--- config.mk ---
export PLATFORM = sky130hd
export DESIGN_NAME = cdst_ctrl
export DESIGN_NICKNAME = d
export VERILOG_FILES = /design/src/hdl/cdst_pkg.sv /design/src/hdl/cdst_ctrl.sv
export VERILOG_INCLUDE_DIRS = /design/src /design/src/hdl
export SDC_FILE = /design/constraint.sdc
export NUM_CORES = 1
export LEC_CHECK = 0
export ABC_AREA = 0
export BUFFER_PORTS_ARGS = -buffer_cell sky130_fd_sc_hd__buf_2
export CAP_MARGIN = 20
export CELL_PAD_IN_SITES_DETAIL_PLACEMENT = 0
export CELL_PAD_IN_SITES_GLOBAL_PLACEMENT = 2
export CORE_ASPECT_RATIO = 1.5
export CORE_MARGIN = 5
export CORE_UTILIZATION = 38
export CTS_CLUSTER_DIAMETER = 100
export DETAILED_ROUTE_END_ITERATION = 8
export GPL_TIMING_DRIVEN = 0
export PLACE_DENSITY = 0.95
export SYNTH_ARGS = -nofsm -noshare
export SYNTH_HDL_FRONTEND = slang
export SYNTH_SLANG_ARGS = --single-unit
--- constraint.sdc ---
create_clock -name clk -period 15.5 [get_ports clk]
set_input_delay 1.55 -clock clk [delete_from_list [all_inputs] [get_ports clk]]
set_output_delay 1.55 -clock clk [all_outputs]
set_load 0.01 [all_outputs]
--- src/hdl/chunked_dense_slot_table_defines.svh ---
// assertion helpers, expect clk and rst_n in scope
`ifndef CHUNKED_DENSE_SLOT_TABLE_DEFINES_SVH
`define CHUNKED_DENSE_SLOT_TABLE_DEFINES_SVH

// same-cycle implication
`define CDST_ASSERT_NOW(lbl, ante, cons, msg) \
  lbl: assert property (@(posedge clk) disable iff (!rst_n) (ante) |-> (cons)) \
    else $error(msg);

// next-cycle implication
`define CDST_ASSERT_NEXT(lbl, ante, cons, msg) \
  lbl: assert property (@(posedge clk) disable iff (!rst_n) (ante) |=> (cons)) \
    else $error(msg);

`endif

--- src/hdl/cdst_pkg.sv ---
package cdst_pkg;

  localparam int STORE_ROWS = 4096;
  localparam int MAX_CHUNKS = 64;

  localparam int ID_W        = 32;
  localparam int REQ_W       = 2;
  localparam int LOC_CHUNK_W = 6;
  localparam int LOC_ROW_W   = 12;
  localparam int STATUS_W    = 2;
  localparam int CAP_W       = 13;
  localparam int CAP_MAX     = 4096;
  localparam int CAP_RESET   = 64;

  localparam int ADDR_W  = $clog2(STORE_ROWS);
  localparam int CNT_W   = $clog2(STORE_ROWS + 1);
  localparam int CHUNK_W = $clog2(MAX_CHUNKS + 1);
  localparam int CMP_W   = ((CHUNK_W > LOC_CHUNK_W) ? CHUNK_W : LOC_CHUNK_W) + 1;
  localparam int POS_W   = LOC_CHUNK_W + CAP_W + 1;

  typedef enum logic [REQ_W-1:0] {
    REQ_ADD    = 2'd0,
    REQ_REMOVE = 2'd1,
    REQ_READ   = 2'd2,
    REQ_COUNT  = 2'd3
  } req_t;

  localparam logic [STATUS_W-1:0] ST_OK      = 2'd0;
  localparam logic [STATUS_W-1:0] ST_BAD_LOC = 2'd1;
  localparam logic [STATUS_W-1:0] ST_FULL    = 2'd2;

  typedef struct packed {
    logic              we;
    logic [ADDR_W-1:0] waddr;
    logic [ID_W-1:0]   wdata;
    logic              re;
    logic [ADDR_W-1:0] raddr;
  } mem_req_t;

  typedef struct packed {
    logic [STATUS_W-1:0]    status;
    logic [LOC_CHUNK_W-1:0] chunk;
    logic [LOC_ROW_W-1:0]   row;
    logic                   moved;
    logic [CAP_W-1:0]       row_count;
    logic                   use_rdata;
  } result_t;

endpackage

--- src/hdl/cdst_ctrl.sv ---
module cdst_ctrl (
  input  logic                             clk,
  input  logic                             rst_n,
  input  logic                             cfg_valid,
  input  logic [cdst_pkg::CAP_W-1:0]       cfg_data,
  output logic                             cfg_ready,
  input  logic                             in_valid,
  input  logic [cdst_pkg::REQ_W-1:0]       in_req_type,
  input  logic [cdst_pkg::ID_W-1:0]        in_entity_in,
  input  logic [cdst_pkg::LOC_CHUNK_W-1:0] in_loc_chunk,
  input  logic [cdst_pkg::LOC_ROW_W-1:0]   in_loc_row,
  output logic                             in_ready,
  input  logic                             out_free,
  output logic                             fin_valid,
  output cdst_pkg::result_t                res,
  input  logic [cdst_pkg::ID_W-1:0]        rdata,
  output cdst_pkg::mem_req_t               mem_req
);
  import cdst_pkg::*;
  `include "chunked_dense_slot_table_defines.svh"

  typedef enum logic [2:0] {
    S_IDLE = 3'b001,
    S_EXEC = 3'b010,
    S_FIN  = 3'b100
  } state_t;

  state_t                 state_r, state_nxt;
  logic [CAP_W-1:0]       cap_r, cap_nxt;
  logic [CHUNK_W-1:0]     chunks_open_r, chunks_open_nxt;
  logic [CAP_W-1:0]       last_fill_r, last_fill_nxt;
  logic [CNT_W-1:0]       total_rows_r, total_rows_nxt;

  req_t                   req_r;
  logic [ID_W-1:0]        ent_r;
  logic [LOC_CHUNK_W-1:0] c_r;
  logic [LOC_ROW_W-1:0]   r_r;
  result_t                res_r, res_nxt;
  logic [ADDR_W-1:0]      hole_r, hole_nxt;

  logic                   accept;
  logic                   cfg_wr;
  logic [CMP_W-1:0]       c_ext, co_ext;
  logic [CAP_W-1:0]       rows;
  logic                   loc_ok;
  logic [POS_W-1:0]       pos;
  logic                   pos_in;
  logic [CNT_W-1:0]       last;
  logic                   need_new;
  logic                   full;
  logic                   mv;
  logic [CAP_W-1:0]       lf_dec;
  logic [CAP_W-1:0]       cap_clamped;

  assign cfg_ready = (state_r == S_IDLE);
  assign cfg_wr    = cfg_valid && cfg_ready;
  assign in_ready  = (state_r == S_IDLE) || ((state_r == S_FIN) && out_free);
  assign accept    = in_valid && in_ready;
  assign fin_valid = (state_r == S_FIN);
  assign res       = res_r;

  // location decode
  always_comb begin
    c_ext  = CMP_W'(c_r);
    co_ext = CMP_W'(chunks_open_r);
    if (c_ext >= co_ext) begin
      rows = '0;
    end else if (c_ext + CMP_W'(1) == co_ext) begin
      rows = last_fill_r;
    end else begin
      rows = cap_r;
    end
    loc_ok   = CAP_W'(r_r) < rows;
    pos      = POS_W'(c_r) * POS_W'(cap_r) + POS_W'(r_r);
    pos_in   = pos < POS_W'(STORE_ROWS);
    last     = total_rows_r - CNT_W'(1);
    need_new = (chunks_open_r == '0) || (last_fill_r >= cap_r);
    full     = (total_rows_r >= CNT_W'(STORE_ROWS)) ||
               (need_new && (chunks_open_r >= CHUNK_W'(MAX_CHUNKS)));
    mv       = pos_in && (pos != POS_W'(last));
    lf_dec   = last_fill_r - CAP_W'(1);
  end

  always_comb begin
    if (cfg_data == '0) begin
      cap_clamped = CAP_W'(1);
    end else if (cfg_data > CAP_W'(CAP_MAX)) begin
      cap_clamped = CAP_W'(CAP_MAX);
    end else begin
      cap_clamped = cfg_data;
    end
  end

  always_comb begin
    state_nxt       = state_r;
    cap_nxt         = cap_r;
    chunks_open_nxt = chunks_open_r;
    last_fill_nxt   = last_fill_r;
    total_rows_nxt  = total_rows_r;
    res_nxt         = res_r;
    hole_nxt        = hole_r;
    mem_req         = '0;

    case (state_r)
      S_IDLE: begin
        if (accept) begin
          state_nxt = S_EXEC;
        end
      end
      S_EXEC: begin
        state_nxt = S_FIN;
        res_nxt   = '0;
        hole_nxt  = pos[ADDR_W-1:0];
        case (req_r)
          REQ_ADD: begin
            if (full) begin
              res_nxt.status = ST_FULL;
            end else begin
              mem_req.we    = 1'b1;
              mem_req.waddr = total_rows_r[ADDR_W-1:0];
              mem_req.wdata = ent_r;
              if (need_new) begin
                res_nxt.chunk   = LOC_CHUNK_W'(chunks_open_r);
                res_nxt.row     = '0;
                chunks_open_nxt = chunks_open_r + CHUNK_W'(1);
                last_fill_nxt   = CAP_W'(1);
              end else begin
                res_nxt.chunk = LOC_CHUNK_W'(chunks_open_r - CHUNK_W'(1));
                res_nxt.row   = last_fill_r[LOC_ROW_W-1:0];
                last_fill_nxt = last_fill_r + CAP_W'(1);
              end
              total_rows_nxt = total_rows_r + CNT_W'(1);
            end
          end
          REQ_REMOVE: begin
            if (!loc_ok) begin
              res_nxt.status = ST_BAD_LOC;
            end else begin
              mem_req.re        = 1'b1;
              mem_req.raddr     = last[ADDR_W-1:0];
              res_nxt.moved     = mv;
              res_nxt.use_rdata = mv;
              total_rows_nxt    = last;
              last_fill_nxt     = lf_dec;
              if ((lf_dec == '0) && (chunks_open_r > CHUNK_W'(1))) begin
                chunks_open_nxt = chunks_open_r - CHUNK_W'(1);
                last_fill_nxt   = cap_r;
              end
            end
          end
          REQ_READ: begin
            if (!loc_ok) begin
              res_nxt.status = ST_BAD_LOC;
            end else begin
              mem_req.re        = pos_in;
              mem_req.raddr     = pos[ADDR_W-1:0];
              res_nxt.use_rdata = pos_in;
            end
          end
          REQ_COUNT: begin
            if (c_ext >= co_ext) begin
              res_nxt.status = ST_BAD_LOC;
            end else begin
              res_nxt.row_count = rows;
            end
          end
          default: begin
            res_nxt = '0;
          end
        endcase
      end
      S_FIN: begin
        if (out_free) begin
          // hole write-back with the last id read in S_EXEC
          mem_req.we    = res_r.moved;
          mem_req.waddr = hole_r;
          mem_req.wdata = rdata;
          state_nxt     = in_valid ? S_EXEC : S_IDLE;
        end
      end
      default: begin
        state_nxt = S_IDLE;
      end
    endcase

    if (cfg_wr) begin
      cap_nxt         = cap_clamped;
      chunks_open_nxt = '0;
      last_fill_nxt   = '0;
      total_rows_nxt  = '0;
    end
  end

  always_ff @(posedge clk) begin
    if (!rst_n) begin
      state_r       <= S_IDLE;
      cap_r         <= CAP_W'(CAP_RESET);
      chunks_open_r <= '0;
      last_fill_r   <= '0;
      total_rows_r  <= '0;
    end else begin
      state_r       <= state_nxt;
      cap_r         <= cap_nxt;
      chunks_open_r <= chunks_open_nxt;
      last_fill_r   <= last_fill_nxt;
      total_rows_r  <= total_rows_nxt;
    end
  end

  always_ff @(posedge clk) begin
    res_r  <= res_nxt;
    hole_r <= hole_nxt;
    if (accept) begin
      req_r <= req_t'(in_req_type);
      ent_r <= in_entity_in;
      c_r   <= in_loc_chunk;
      r_r   <= in_loc_row;
    end
  end

  `CDST_ASSERT_NOW(a_rows_bound, 1'b1, total_rows_r <= CNT_W'(STORE_ROWS),
    "row total above store size")
  `CDST_ASSERT_NOW(a_empty_closed, chunks_open_r == '0,
    (total_rows_r == '0) && (last_fill_r == '0), "rows held with no chunk open")
  `CDST_ASSERT_NOW(a_fill_bound, 1'b1, last_fill_r <= cap_r,
    "last chunk fill above capacity")
  `CDST_ASSERT_NEXT(a_accept_exec, in_valid && in_ready, state_r == S_EXEC,
    "accepted beat not executed")

endmodule

* After elaboration in Yosys (flattened, before gate mapping)
Cells that the tools add are included.
Storage, ports and cells: flip-flop bits (word level) 148, bits in latches 0, bits in writable memories 0, ROM bits 0, input port bits 102, output and inout bits 96, logic and storage cells 109, memories kept 0
Cells by class: add/sub/neg operators 8, $mul 1, div/mod/pow operators 0, $lt $le $gt $ge 8, eq/ne operators 14, shifts and indexed selects 0, mux-type cells 37, bitwise logic cells 3, reduce and logical (&&, ||, !) cells 22
Operators by type and width (number):
- $mux 13 | 13
- $mux 45 | 3
- $pmux 45 s2 | 1
- $pmux 13 s2 | 3
- $mux 7 | 4
- $add 13x1->13 const B | 2
- $logic_not 13->1 | 2
- $sub 13x1->13 const B | 2
- $add 19x12->20 | 1
- $lt 20x13->1 const B | 1
- $ne 20x13->1 | 1
- $mul 6x13->19 | 1
- $mux 18 | 1
- $pmux 7 s2 | 1
- $ge 13x13->1 | 1
- $ge 13x13->1 const B | 1
- $gt 13x13->1 const B | 1
- $lt 12x13->1 | 1
- $ne 2x2->1 const B | 5
- $pmux 3 s3 | 1
- $reduce_or 2->1 | 4
- $add 6x1->7 const B | 1
- $add 7x1->7 const B | 1
- $eq 7x7->1 | 1
- 25 further kinds | 40

* Logic depth before layout (Yosys ltp)
depth in word-level cells 8, depth in mapped cells 22, mapped depth without buffers 20

* Worst setup path before layout
Ideal clock, no wire load.
kind register -> output, from register c_r[2], to output mem_req[12] in the netlist's numbering, arrival time 5065 ps, required time 13950 ps, setup slack 8885 ps, stages on the path, launching flop included 21, buffers on the path 2, cells stage by stage edfxtp_1 -> buf_2 -> clkbuf_1 -> nand2_1 -> fa_1 -> fa_1 -> inv_1 -> fa_1 -> inv_1 -> fa_1 -> inv_1 -> ha_1 -> a2111oi_0 -> a21o_1 -> a21o_1 -> o21bai_1 -> a21o_1 -> a21o_1 -> a311o_1 -> a31oi_1 -> nor2_1
RTL lines:
- from (decl) | RTL line cdst_ctrl.sv:36 | logic [LOC_CHUNK_W-1:0] c_r;
- from (signal assigned) | RTL line cdst_ctrl.sv:216 | c_r <= in_loc_chunk;
- to (decl) | RTL line cdst_ctrl.sv:17 | output cdst_pkg::mem_req_t mem_req

==> out/qor.yml <==
grt_first_pass_wirelength_microns: 57500
netlist_area_sq_um: 11800
wl_per_cell_microns: 19.8
cts_max_path_buffers: 2
netlist_instances: 1265
ant_nets: 0
crit_path_end_kind: "output pin"
fraction_of_synthesis_flops_using_an_asynchronous_set_or_reset_pin_pct: 0
timing.max_cap.violations: 0
track_usage_pct: 21.5
fmax_mhz: 118
drt_pass_1_iters: 5
path_max_fanout: 10
cts_inserted_buffers: 17
worst_setup_slack_for_register_to_register_paths_ps: 8990
remaining_global_route_overflow: 0
die-area_sq_um: 34700
post_synthesis_net_count: 1506
largest_net_degree_at_the_start_of_global_routing: 36
post_synth_cell_types: 80
post_drt_via_cell_ratio: 5.37
synth_area_leaders: "sky130_fd_sc_hd__edfxtp_1 25%, sky130_fd_sc_hd__fa_1 9.2%, sky130_fd_sc_hd__ha_1 9.0%"
first_iter_violations: 798
area_growth_syn_to_layout_pct: 18.3
holdCritPathClass: "reg -> reg"
fin_crit_sh_pct: 54.7
placement_rows: 79
vias: 10200
power_switching_mw: 0.393
clk-insertion-delay-late_ps: 440
synth_top_cell_by_area: "sky130_fd_sc_hd__edfxtp_1"
dominantRegCellSynth: "sky130_fd_sc_hd__edfxtp_1"
placed_area_sq_um: 13300
synth_common_cells: "112 x sky130_fd_sc_hd__nand2_1, 106 x sky130_fd_sc_hd__inv_1, 103 x sky130_fd_sc_hd__nor2_1"
swShare_pct: 32.4
numClockSinks: 148
drt-total-wl_microns: 37700
power_per_cell_area_nw_per_um2: 87.0
timing.clock.skew_ps: 12.2
die_x_microns: 154
hold_violations: 0
ys_seq_area_share_pct: 33.6
critical_path_source_type: "register"
final_instance_area_sq_um: 13900
rsz0062_at_grt: "no"
final.hold.worst_slack_ps: 538
placement.setup.worst_slack_ps: 7400
final.min_clock_period_ps: 8470
core-area_sq_um: 30800
syn-mean-instance-area_sq_um: 9.31
synth-warning-count: 0
n_fill_cell: 3051
crit_type: "reg -> out"
power.static_leakage_nw: 5.94
detailed_place_hpwl_microns: 30700
clockPowerShare_pct: 35.6
antenna_found_initial: 0
number_of_global_route_vias_before_repair: 10300
p_seq_share_pct: 37.5
number_of_enable_flip_flop_cells_after_synthesis: 99
floorplan.die.height_microns: 226
finish.utilization_pct: 45.1
initial_utilization_pct: 38.2
slew_margin_rel_pct: 23.7
layout-drive-gt1-share_pct: 19.8
worst_setup_hold_path_clk_slew_ps: 60
synth_top_cell_area_share_pct: 25.3
cts.repair.resized: 0
nNetsFinal: 1724
gp_congestion: 0.917
ir_worst_vdd_v: 0.0000773
fin_total_pwr_mw: 1.21
timing.final.setup_violations: 0
timing_max_transition_violations_final: 0
setup_tns_ps: 0
port-buffer-count: 197
cp.required_ps: 13950
cts_setup_buffers: 0
critical_path_data_arrival_time_ps: 6920
cts-htree-levels: 4
post_cts_hold_buffer_count: 0
timing.final.ws_setup_ps: 7030
comb_power_share_pct: 26.9
intPower_mw: 0.819
clock_tree_from_tritoncts: "yes"
remaining_drc_errors: 0
outcome: "completed"
clk_root_buffer_cell: "sky130_fd_sc_hd__clkbuf_16"
antenna_cells: 0
dpl.cell_count: 1869
yosys.cell_count.top_type: "sky130_fd_sc_hd__nand2_1"
worst_pin_slew_ps: 1130
yosys_register_bits: 148
io-pin-count: 198
layoutNonFillerInstCount: 1901
placed cells by master (no fill, tap or decap), types with 8 or more instances in the layout:
cell type and count:
sky130_fd_sc_hd__a22o_1 50, sky130_fd_sc_hd__mux2i_1 14, sky130_fd_sc_hd__a31oi_1 9, sky130_fd_sc_hd__clkbuf_16 17, sky130_fd_sc_hd__and2_1 37, sky130_fd_sc_hd__a21oi_1 50, sky130_fd_sc_hd__a211oi_1 10, sky130_fd_sc_hd__or2_2 16
sky130_fd_sc_hd__nand2b_1 8, sky130_fd_sc_hd__o22ai_1 11, sky130_fd_sc_hd__edfxtp_1 99, sky130_fd_sc_hd__nand2_1 112, sky130_fd_sc_hd__dfxtp_1 49, sky130_fd_sc_hd__nor4_1 8, sky130_fd_sc_hd__buf_2 215, sky130_fd_sc_hd__inv_1 106
sky130_fd_sc_hd__nor3_1 29, sky130_fd_sc_hd__and3_1 20, sky130_fd_sc_hd__nor2b_1 9, sky130_fd_sc_hd__nor2_1 102, sky130_fd_sc_hd__xnor2_1 45, sky130_fd_sc_hd__nand4_1 16, sky130_fd_sc_hd__xor2_1 14, sky130_fd_sc_hd__nand3_1 32
sky130_fd_sc_hd__o21ai_0 41, sky130_fd_sc_hd__a21o_1 21, sky130_fd_sc_hd__clkbuf_1 54, sky130_fd_sc_hd__ha_1 85, sky130_fd_sc_hd__a22oi_1 10, sky130_fd_sc_hd__fa_1 54
critical path: stages, from the launching register on:
cell and delay, ps:
sky130_fd_sc_hd__edfxtp_1 350, sky130_fd_sc_hd__buf_2 270, sky130_fd_sc_hd__clkbuf_1 450, sky130_fd_sc_hd__nand2_1 160, sky130_fd_sc_hd__fa_1 510, sky130_fd_sc_hd__fa_1 500
sky130_fd_sc_hd__inv_1 60, sky130_fd_sc_hd__fa_1 530, sky130_fd_sc_hd__inv_1 50, sky130_fd_sc_hd__fa_1 500, sky130_fd_sc_hd__inv_1 40, sky130_fd_sc_hd__ha_1 350
sky130_fd_sc_hd__a2111oi_0 520, sky130_fd_sc_hd__a211o_1 180, sky130_fd_sc_hd__a21o_1 140, sky130_fd_sc_hd__nand2_1 80, sky130_fd_sc_hd__xnor2_1 450, sky130_fd_sc_hd__o2111ai_1 240
sky130_fd_sc_hd__nor4_2 560, sky130_fd_sc_hd__a31oi_1 150, sky130_fd_sc_hd__nor2_1 210, sky130_fd_sc_hd__buf_2 170
per-layer routing:
metal	part of all wire, %	vias to the layer above	track usage [%]
met5	0	-	0
li1	-	4918	-
met3	3.9	83	2.65
met4	4.3	0	10.4
met1	37	4899	23.1
met2	54	310	41.2
logic make-up (layout without fill, tap and decap cells):
| family | Yosys count | count (layout) | synth area share, % |
|---|---|---|---|
| flops | 148 | 148 | 33.6 |
| compound gates | 287 | 287 | 17.7 |
| xor+xnor | 59 | 59 | 4.39 |
| fa+ha+maj | 140 | 140 | 18.3 |
| buf+inv | 187 | 418 | 6.38 |
| simple gates | 430 | 430 | 18.4 |
| mux | 14 | 14 | 1.19 |
state kept, by name, summed over array words and instances (netlist names):
signal         flops
total_rows_r      13
state_r            3
cap_r             13
req_r              2
last_fill_r       13
r_r               12
hole_r            12
ent_r             32
c_r                6
chunks_open_r      7
res               35
layout make-up:
cell class / instances / area (sq um) / area share (%)
Buffer: 80 / 349 / 2.51
Clock buffer: 18 / 429 / 3.08
Timing Repair Buffer: 199 / 1030 / 7.37
Inverter: 107 / 402 / 2.89
Multi-Input combinational cell: 930 / 7080 / 50.8
Clock inverter: 14 / 179 / 1.29
Sequential cell: 148 / 3950 / 28.4
Tap cell: 405 / 507 / 3.64
final timing paths:
kind / start / endpoint / depth (start not counted)
max: c_r[2] / mem_req[12] / 21
min: last_fill_r[12] / last_fill_r[12] / 2
max reg2reg: c_r[2] / res[0] / 20
min reg2reg: last_fill_r[12] / last_fill_r[12] / 2
power groups by stage:
stage / registers, mW / clock network [mW] / logic [mW]
after floorplan: 0.458 / 0 / 0.222
after global placement: 0.463 / 0 / 0.319
after detailed placement: 0.463 / 0 / 0.325
after CTS: 0.454 / 0.440 / 0.327
after global routing: 0.455 / 0.455 / 0.361
final: 0.454 / 0.432 / 0.325
No activity file was read; power rests on OpenSTA's default activity.
